File: config.mk
export PLATFORM = sky130hd
export DESIGN_NAME = ip_host_classify_and_learn
export DESIGN_NICKNAME = d
export VERILOG_FILES = /design/src/rtl/ihcl_pkg.sv /design/src/rtl/ip_host_classify_and_learn.sv /design/src/rtl/ihcl_table.sv /design/src/rtl/ihcl_seq.sv
export VERILOG_INCLUDE_DIRS = /design/src /design/src/rtl
export SDC_FILE = /design/constraint.sdc
export NUM_CORES = 2
export LEC_CHECK = 0
export BUFFER_PORTS_ARGS = -buffer_cell sky130_fd_sc_hd__buf_2
export CAP_MARGIN = 30
export CORE_ASPECT_RATIO = 1.2
export CORE_MARGIN = 5
export CORE_UTILIZATION = 50
export DETAILED_ROUTE_END_ITERATION = 10
export GPL_TIMING_DRIVEN = 1
export HOLD_SLACK_MARGIN = 0.03
export PLACE_DENSITY = 0.7
export SLEW_MARGIN = 20
export SYNTH_ARGS = -nofsm -noshare
export SYNTH_HDL_FRONTEND = slang
export SYNTH_SLANG_ARGS = --single-unit
export TNS_END_PERCENT = 5
File: constraint.sdc
create_clock -name i_clk -period 6.3 [get_ports i_clk]
set_clock_uncertainty 0.1 [all_clocks]
set_input_delay 0.945 -clock i_clk [delete_from_list [all_inputs] [get_ports i_clk]]
set_output_delay 0.945 -clock i_clk [all_outputs]
set_load 0.01 [all_outputs]
File: src/rtl/ip_host_classify_and_learn_macros.svh
// Assertion macros for the IP host classifier.
`ifndef IP_HOST_CLASSIFY_AND_LEARN_MACROS_SVH
`define IP_HOST_CLASSIFY_AND_LEARN_MACROS_SVH

// Same-cycle implication, sampled on i_clk, off while reset is low.
`define IHCL_ASSERT_NOW(lbl, ante, cons) \
    lbl: assert property (@(posedge i_clk) disable iff (!i_rst_n) (ante) |-> (cons)) \
        else $error("ihcl: same-cycle check failed");

// Next-cycle implication, sampled on i_clk, off while reset is low.
`define IHCL_ASSERT_NEXT(lbl, ante, cons) \
    lbl: assert property (@(posedge i_clk) disable iff (!i_rst_n) (ante) |=> (cons)) \
        else $error("ihcl: next-cycle check failed");

`endif

File: src/rtl/ihcl_pkg.sv
// Shared types and constants of the IP host classifier.
`default_nettype none

package ihcl_pkg;

    typedef logic [2:0] t_kind;

    localparam t_kind KIND_EXTERNAL = 3'd0;
    localparam t_kind KIND_SINK     = 3'd1;
    localparam t_kind KIND_KNOWN    = 3'd2;
    localparam t_kind KIND_ADDED    = 3'd3;
    localparam t_kind KIND_FULL     = 3'd4;

    localparam int CFG_IDX_W = 2;
    localparam logic [CFG_IDX_W-1:0] CFG_OWN_ADDRESS = 2'd0;
    localparam logic [CFG_IDX_W-1:0] CFG_SUBNET_MASK = 2'd1;

    localparam logic [31:0] SSDP_GROUP        = (32'd239 << 0) + (32'd255 << 8)
                                              + (32'd255 << 16) + (32'd250 << 24);
    localparam logic [31:0] FIRST_OCTET_MASK  = 32'h0000_00FF;
    localparam logic [31:0] MCAST_FIRST_OCTET = 32'd224;
    localparam logic [31:0] BROADCAST_ALL     = 32'hFFFF_FFFF;

    // Job handed from the classifier to the scan sequencer.
    typedef struct packed {
        logic        go;
        logic        direct;
        t_kind       kind;
        logic        add;
        logic [31:0] addr;
    } t_req;

    // Result word.
    typedef struct packed {
        logic       valid;
        t_kind      kind;
        logic [5:0] idx;
    } t_rsp;

endpackage

`default_nettype wire

File: src/rtl/ip_host_classify_and_learn.sv
// Top level: IPv4 host classifier with a learning host table.
//
//   channel   | signals                                   | dir | flow
//   ----------+-------------------------------------------+-----+---------------------------
//   command   | start, busy, i_cmd, i_address             | in  | taken when start & !busy
//   result    | o_valid, o_kind, o_entry_index            | out | one-cycle strobe, no stall
//   config    | i_cfg_we, i_cfg_idx, i_cfg_data           | in  | written when i_cfg_we
//
// Flow: an address settled by classification alone (external, or multicast
// on an add) shows its result in the cycle after the accept. Otherwise the
// table is scanned entry by entry through one comparator fed by the single
// memory read port, and the result shows once a hit is found or every stored
// host has been compared.
// Reset: synchronous, active low; clears the config registers, the sequencer
// and the host count. Table contents stay as they were and are never read
// above the count, so no clearing pass.
// Stalls: busy stays high during a scan; the result strobe cannot be held.
`default_nettype none

`include "ip_host_classify_and_learn_macros.svh"

module ip_host_classify_and_learn #(
    parameter int TABLE_DEPTH = 64
) (
    input  wire logic                          i_clk,
    input  wire logic                          i_rst_n,
    // command word
    input  wire logic                          start,
    output logic                               busy,
    input  wire logic                          i_cmd,
    input  wire logic [31:0]                   i_address,
    // result word
    output logic                               o_valid,
    output ihcl_pkg::t_kind                    o_kind,
    output logic [5:0]                         o_entry_index,
    // config port
    input  wire logic                          i_cfg_we,
    input  wire logic [ihcl_pkg::CFG_IDX_W-1:0] i_cfg_idx,
    input  wire logic [31:0]                   i_cfg_data
);

    import ihcl_pkg::*;

    localparam int CW = $clog2(TABLE_DEPTH + 1);
    localparam int IW = (TABLE_DEPTH > 1) ? $clog2(TABLE_DEPTH) : 1;

    logic [31:0] r_own_address;
    logic [31:0] r_subnet_mask;

    // config registers; unknown indexes are dropped
    always_ff @(posedge i_clk) begin
        if (!i_rst_n) begin
            r_own_address <= '0;
            r_subnet_mask <= '0;
        end else if (i_cfg_we) begin
            case (i_cfg_idx)
                CFG_OWN_ADDRESS: r_own_address <= i_cfg_data;
                CFG_SUBNET_MASK: r_subnet_mask <= i_cfg_data;
                default: ;
            endcase
        end
    end

    // classification of the incoming address
    logic in_subnet;
    logic is_mcast;
    t_req req;

    assign in_subnet = (r_subnet_mask & r_own_address) == (r_subnet_mask & i_address);
    assign is_mcast  = (i_address == SSDP_GROUP)
                    || ((i_address & FIRST_OCTET_MASK) == MCAST_FIRST_OCTET)
                    || (i_address == BROADCAST_ALL);

    always_comb begin
        req.go   = start && !busy;
        req.add  = i_cmd;
        req.addr = i_address;
        if (!i_cmd) begin
            // lookup: only external skips the scan
            req.direct = !in_subnet && !is_mcast;
            req.kind   = KIND_EXTERNAL;
        end else begin
            // add: outside subnet is external, multicast inside it is a sink
            req.direct = !in_subnet || is_mcast;
            req.kind   = in_subnet ? KIND_SINK : KIND_EXTERNAL;
        end
    end

    t_rsp          rsp;
    logic          rd_en;
    logic [IW-1:0] rd_addr;
    logic [31:0]   rd_data;
    logic          wr_en;
    logic [IW-1:0] wr_addr;
    logic [31:0]   wr_data;

    ihcl_seq #(
        .TABLE_DEPTH(TABLE_DEPTH),
        .CW         (CW),
        .IW         (IW)
    ) u_seq (
        .i_clk    (i_clk),
        .i_rst_n  (i_rst_n),
        .i_req    (req),
        .o_busy   (busy),
        .o_rsp    (rsp),
        .o_rd_en  (rd_en),
        .o_rd_addr(rd_addr),
        .i_rd_data(rd_data),
        .o_wr_en  (wr_en),
        .o_wr_addr(wr_addr),
        .o_wr_data(wr_data)
    );

    ihcl_table #(
        .DEPTH(TABLE_DEPTH),
        .IW   (IW)
    ) u_table (
        .i_clk    (i_clk),
        .i_wr_en  (wr_en),
        .i_wr_addr(wr_addr),
        .i_wr_data(wr_data),
        .i_rd_en  (rd_en),
        .i_rd_addr(rd_addr),
        .o_rd_data(rd_data)
    );

    assign o_valid       = rsp.valid;
    assign o_kind        = rsp.kind;
    assign o_entry_index = rsp.idx;

    // kinds that name no table entry
    logic hostless_kind;
    assign hostless_kind = (o_kind == KIND_EXTERNAL) || (o_kind == KIND_SINK)
                        || (o_kind == KIND_FULL);

    // an accepted word either answers at once or keeps the block busy
    `IHCL_ASSERT_NEXT(a_accept_progress, start && !busy, busy || o_valid)
    // results come out only once the sequencer is back in idle
    `IHCL_ASSERT_NOW(a_result_idle, o_valid, !busy)
    // non-host kinds carry a zero index
    `IHCL_ASSERT_NOW(a_zero_index, o_valid && hostless_kind, o_entry_index == 6'd0)
    // a direct classification answers in the very next cycle
    `IHCL_ASSERT_NEXT(a_direct_answer, req.go && req.direct, o_valid && !busy)

endmodule

`default_nettype wire

File: src/rtl/ihcl_table.sv
// Host table memory: one write port, one registered read port.
`default_nettype none

module ihcl_table #(
    parameter int DEPTH = 64,
    parameter int IW    = 6
) (
    input  wire logic          i_clk,
    input  wire logic          i_wr_en,
    input  wire logic [IW-1:0] i_wr_addr,
    input  wire logic [31:0]   i_wr_data,
    input  wire logic          i_rd_en,
    input  wire logic [IW-1:0] i_rd_addr,
    output logic      [31:0]   o_rd_data
);

    logic [31:0] r_mem [DEPTH];
    logic [31:0] r_rd_data;

    always_ff @(posedge i_clk) begin
        if (i_wr_en) begin
            r_mem[i_wr_addr] <= i_wr_data;
        end
    end

    always_ff @(posedge i_clk) begin
        if (i_rd_en) begin
            r_rd_data <= r_mem[i_rd_addr];
        end
    end

    assign o_rd_data = r_rd_data;

endmodule

`default_nettype wire

File: src/rtl/ihcl_seq.sv
// Scan sequencer: walks the host table through one comparator, appends new hosts.
`default_nettype none

module ihcl_seq #(
    parameter int TABLE_DEPTH = 64,
    parameter int CW          = 7,
    parameter int IW          = 6
) (
    input  wire logic           i_clk,
    input  wire logic           i_rst_n,
    input  ihcl_pkg::t_req      i_req,
    output logic                o_busy,
    output ihcl_pkg::t_rsp      o_rsp,
    output logic                o_rd_en,
    output logic [IW-1:0]       o_rd_addr,
    input  wire logic [31:0]    i_rd_data,
    output logic                o_wr_en,
    output logic [IW-1:0]       o_wr_addr,
    output logic [31:0]         o_wr_data
);

    import ihcl_pkg::*;

    typedef enum logic [1:0] {
        S_IDLE = 2'b01,
        S_SCAN = 2'b10
    } t_state;

    t_state      r_state, n_state;
    logic        r_valid, n_valid;
    logic        r_pend,  n_pend;
    logic [CW-1:0] r_count, n_count;
    logic [CW-1:0] r_ptr,   n_ptr;
    logic        r_add,   n_add;
    logic [31:0] r_addr,  n_addr;
    t_kind       r_kind,  n_kind;
    logic [5:0]  r_idx,   n_idx;

    logic          hit;
    logic [CW-1:0] hit_idx;

    assign hit     = r_pend && (i_rd_data == r_addr);
    assign hit_idx = r_ptr - CW'(1);

    always_comb begin
        n_state   = r_state;
        n_valid   = 1'b0;
        n_pend    = 1'b0;
        n_count   = r_count;
        n_ptr     = r_ptr;
        n_add     = r_add;
        n_addr    = r_addr;
        n_kind    = r_kind;
        n_idx     = r_idx;
        o_rd_en   = 1'b0;
        o_rd_addr = r_ptr[IW-1:0];
        o_wr_en   = 1'b0;
        o_wr_addr = r_count[IW-1:0];
        o_wr_data = r_addr;
        case (r_state)
            S_IDLE: begin
                if (i_req.go) begin
                    n_add  = i_req.add;
                    n_addr = i_req.addr;
                    n_ptr  = '0;
                    if (i_req.direct) begin
                        n_valid = 1'b1;
                        n_kind  = i_req.kind;
                        n_idx   = '0;
                    end else begin
                        n_state = S_SCAN;
                    end
                end
            end
            S_SCAN: begin
                if (hit) begin
                    n_valid = 1'b1;
                    n_kind  = KIND_KNOWN;
                    n_idx   = 6'(hit_idx);
                    n_state = S_IDLE;
                end else if (r_ptr == r_count) begin
                    // all valid entries compared, no match
                    n_valid = 1'b1;
                    n_state = S_IDLE;
                    n_idx   = '0;
                    if (!r_add) begin
                        n_kind = KIND_SINK;
                    end else if (r_count < CW'(TABLE_DEPTH)) begin
                        o_wr_en = 1'b1;
                        n_kind  = KIND_ADDED;
                        n_idx   = 6'(r_count);
                        n_count = r_count + CW'(1);
                    end else begin
                        n_kind = KIND_FULL;
                    end
                end else begin
                    o_rd_en = 1'b1;
                    n_ptr   = r_ptr + CW'(1);
                    n_pend  = 1'b1;
                end
            end
            default: begin
                n_state = S_IDLE;
            end
        endcase
    end

    always_ff @(posedge i_clk) begin
        if (!i_rst_n) begin
            r_state <= S_IDLE;
            r_valid <= 1'b0;
            r_pend  <= 1'b0;
            r_count <= '0;
        end else begin
            r_state <= n_state;
            r_valid <= n_valid;
            r_pend  <= n_pend;
            r_count <= n_count;
        end
    end

    always_ff @(posedge i_clk) begin
        r_ptr  <= n_ptr;
        r_add  <= n_add;
        r_addr <= n_addr;
        r_kind <= n_kind;
        r_idx  <= n_idx;
    end

    assign o_busy      = (r_state != S_IDLE);
    assign o_rsp.valid = r_valid;
    assign o_rsp.kind  = r_kind;
    assign o_rsp.idx   = r_idx;

endmodule

`default_nettype wire
==> flow_metrics.env <==
export IMPL_finalCriticalPeriod_ns=4.55
export IMPL_die_h_um=460
export IMPL_cts_root_buf="clkbuf_16"
export IMPL_grt_pass1_wl_um=302000
export IMPL_drc_errors=0
export IMPL_status="complete, no violations"
export IMPL_p_sw_mw=9.13
export IMPL_grt_total_usage_pct=24.4
export IMPL_seq_area_frac_synth_pct=77.7
export IMPL_synth_edff_count=2129
export IMPL_met2_usage_pct=39.0
export IMPL_finalNonFillerCells=6274
export IMPL_grt_start_max_net_pins=145
export IMPL_syn_cell_area_mm2=0.0843
export IMPL_clkLatencyLatePin_ns=0.84
export IMPL_start_util_pct=50.1
export IMPL_finalInstanceArea_mm2=0.0948
export IMPL_routed_wl_um=213000
export IMPL_ys_ff_latch=2204
export IMPL_groute_layer_met1_usage_pct=32.2
export IMPL_setup_viol=0
export IMPL_holdWs_ns=0.249
export IMPL_wl_per_cell_um=33.9
export IMPL_die_area_mm2=0.177
export IMPL_clock_path_buffers=3
export IMPL_async_flop_share_pct=0
export IMPL_vias=39700
export IMPL_via_per_inst=6.33
export IMPL_use_met3_pct=5.58
export IMPL_cp_arrival_ns=5.03
export IMPL_synth_top_area_share_pct=75.9
export IMPL_drv_cap=0
export IMPL_sw_frac_of_total_pct=26.1
export IMPL_fmax_mhz=220
export IMPL_yosys_warnings=0
export IMPL_core_area_mm2=0.168
export IMPL_crit_fanout=65
export IMPL_cts_tree="yes"
export IMPL_rsz0062_at_grt="no"
export IMPL_yosysTopAreaCell="edfxtp_1"
export IMPL_totalNegativeSetupSlack_ns=0
export IMPL_setup_ws_ns=1.75
export IMPL_cts_sinks=2204
export IMPL_worstSetupPathType="reg2reg"
export IMPL_dr_first_iter_drc_count=6011
export IMPL_intPower_mw=25.8
export IMPL_hold_viol_final=0
export IMPL_antenna_found_initial=34
export IMPL_dp_hpwl_um=119000
export IMPL_area_delta_synth_final_pct=12.4
export IMPL_preCtsSetupSlack_ns=1.83
export IMPL_hp_class="in2reg"
export IMPL_placedCellCount=5886
export IMPL_die_x_um=385
export IMPL_p_per_area_mw_per_mm2=369
export IMPL_place_area_mm2=0.0885
export IMPL_num_nets_final=3904
export IMPL_critPathCaptureType="flip-flop"
export IMPL_syn_num_nets=3664
export IMPL_place_gp_congestion=0.859
export IMPL_grt_busiest_layer="met2"
export IMPL_io_buffers=81
export IMPL_antenna_left=0
export IMPL_htree_levels=4
export IMPL_netlist_instances=3588
export IMPL_finalMaxSlewViolations=0
export IMPL_tightest_slew_ns=1.07
export IMPL_first_global_vias=40000
export IMPL_synthTopCellsByArea="edfxtp_1 (76%), mux4_2 (18%), dfxtp_1 (1.8%)"
export IMPL_grt_remaining_overflow=0
export IMPL_ctsResizeCount=0
export IMPL_cts_hold_repair_buffers=0
export IMPL_ys_flop_type="edfxtp_1"
export IMPL_required_ns=6.78
export IMPL_row_count=165
export IMPL_syn_area_per_cell_um2=23.5
export IMPL_dr_pass1_iters=5
export IMPL_io_pins=82
export IMPL_power_frac_clock_pct=32.9
export IMPL_vdd_drop_max_v=0.000355
export IMPL_leakage_nw=28.9
export IMPL_drive_gt1_share_pct=31.3
export IMPL_ys_types=44
export IMPL_p_comb_share_pct=19.5
export IMPL_seqPwrFrac_pct=47.6
export IMPL_cts_setup_buffers=0
export IMPL_numCtsBuffers=192
export IMPL_clk_pin_slew_ns=0.07
export IMPL_period_share_pct=72.3
export IMPL_start_kind="flip-flop"
export IMPL_slew_headroom_pct=28.9
stage by stage:
step	util [%]	total power, mW
2_1_floorplan	-	21.3
3_3_place_gp	52.6	23.7
3_5_place_dp	52.7	23.8
4_1_cts	56.3	35.1
5_1_grt	56.4	36.0
6_report	56.4	34.9
cells by family after synthesis:
family | Yosys count | share of synthesized area, %
AOI/OAI and AO/OA | 105 | 0.725
xor gates and xnor gates | 80 | 0.832
adders and majority gates | 5 | 0.0742
buffers and inverters | 199 | 1.01
DFF | 2204 | 77.7
muxes | 678 | 18.0
and+or+nand+nor | 317 | 1.67
synthesized netlist by cell type, types with 5 or more instances:
library cell  count
edfxtp_1       2129
mux4_2          672
nand2_1         152
clkbuf_1        102
nor2_1           81
dfxtp_1          75
a21oi_1          72
xor2_1           68
buf_2            55
buf_1            28
nand3_1          17
a22oi_1          16
nand4_1          16
xnor2_1          12
inv_1             9
nor3_1            8
nor4_1            8
nand2b_1          6
buf_6             5
ha_1              5
mux2i_1           5
nand4b_1          5
layout make-up:
type	instances	area (um2)
antenna	30	75.1
clock buffer	248	5120
multi-input combinational	1185	18500
fill	12100	73300
tap	2254	2820
sequential	2204	65400
timing repair buffer	236	1840
inverter	9	33.8
clock inverter	108	953
flip-flops by register name, indices dropped and copies added, names as in the netlist:
name and count:
u_table.r_mem 2048, r_own_address 32, r_subnet_mask 32, u_seq.o_wr_data 32, u_table.o_rd_data 32, u_seq.r_count 7
u_seq.r_ptr 7, u_seq.r_idx 6, u_seq.r_kind 3, u_seq.r_state 2, u_seq.r_add 1, u_seq.r_pend 1
u_seq.r_valid 1
critical path, stage by stage, from the launching register on:
cell and delay (ns):
edfxtp_1 0.32, buf_4 0.55, xor2_1 0.15, nor4_1 0.52
nand4_1 0.39, o41a_1 0.71, nand2_1 0.73, nor2_4 0.29
buf_16 0.26, buf_4 0.19
power groups by stage:
stage                     sequential (mW)  clock [mW]  combinational [mW]
after floorplan                      17.2           0                4.07
after global placement               16.9           0                6.76
after detailed placement             17.0           0                6.85
after CTS                            16.6        11.6                6.86
after global routing                 16.6        12.3                7.12
final                                16.6        11.5                6.81
worst paths after layout:
kind,startpoint,end,slack [ns],depth (start not counted)
worst min register to register,r_subnet_mask[11],r_subnet_mask[11],0.36,2
worst max register to register,u_seq.o_wr_data[7],u_table.r_mem[47][1],1.75,9
worst max-delay path,u_seq.o_wr_data[7],u_table.r_mem[47][1],1.75,9
worst min-delay path,i_cmd,u_seq.r_add,0.25,1
routing by layer:
| layer | vias up | routed length [um] |
|---|---|---|
| met5 | - | 118 |
| met4 | 18 | 10300 |
| met3 | 354 | 21200 |
| met2 | 2199 | 105000 |
| met1 | 21400 | 76200 |
| li1 | 15800 | - |
placed cells by master, fill, tap and decap left out, types with 8 or more instances in the layout:
master,instances
dfxtp_1,75
nor2_4,66
nor2_1,15
xnor2_1,12
nor3_1,8
buf_12,12
a22oi_1,16
bufinv_16,14
clkinv_1,40
buf_4,137
diode_2,30
nand3_1,17
clkbuf_16,196
inv_1,8
buf_2,81
clkbuf_1,50
nor4_1,8
xor2_1,68
a21oi_1,72
mux4_2,672
nand4_1,16
nand2_1,152
clkinv_2,34
edfxtp_1,2129
(Power assumes the default switching activity.)
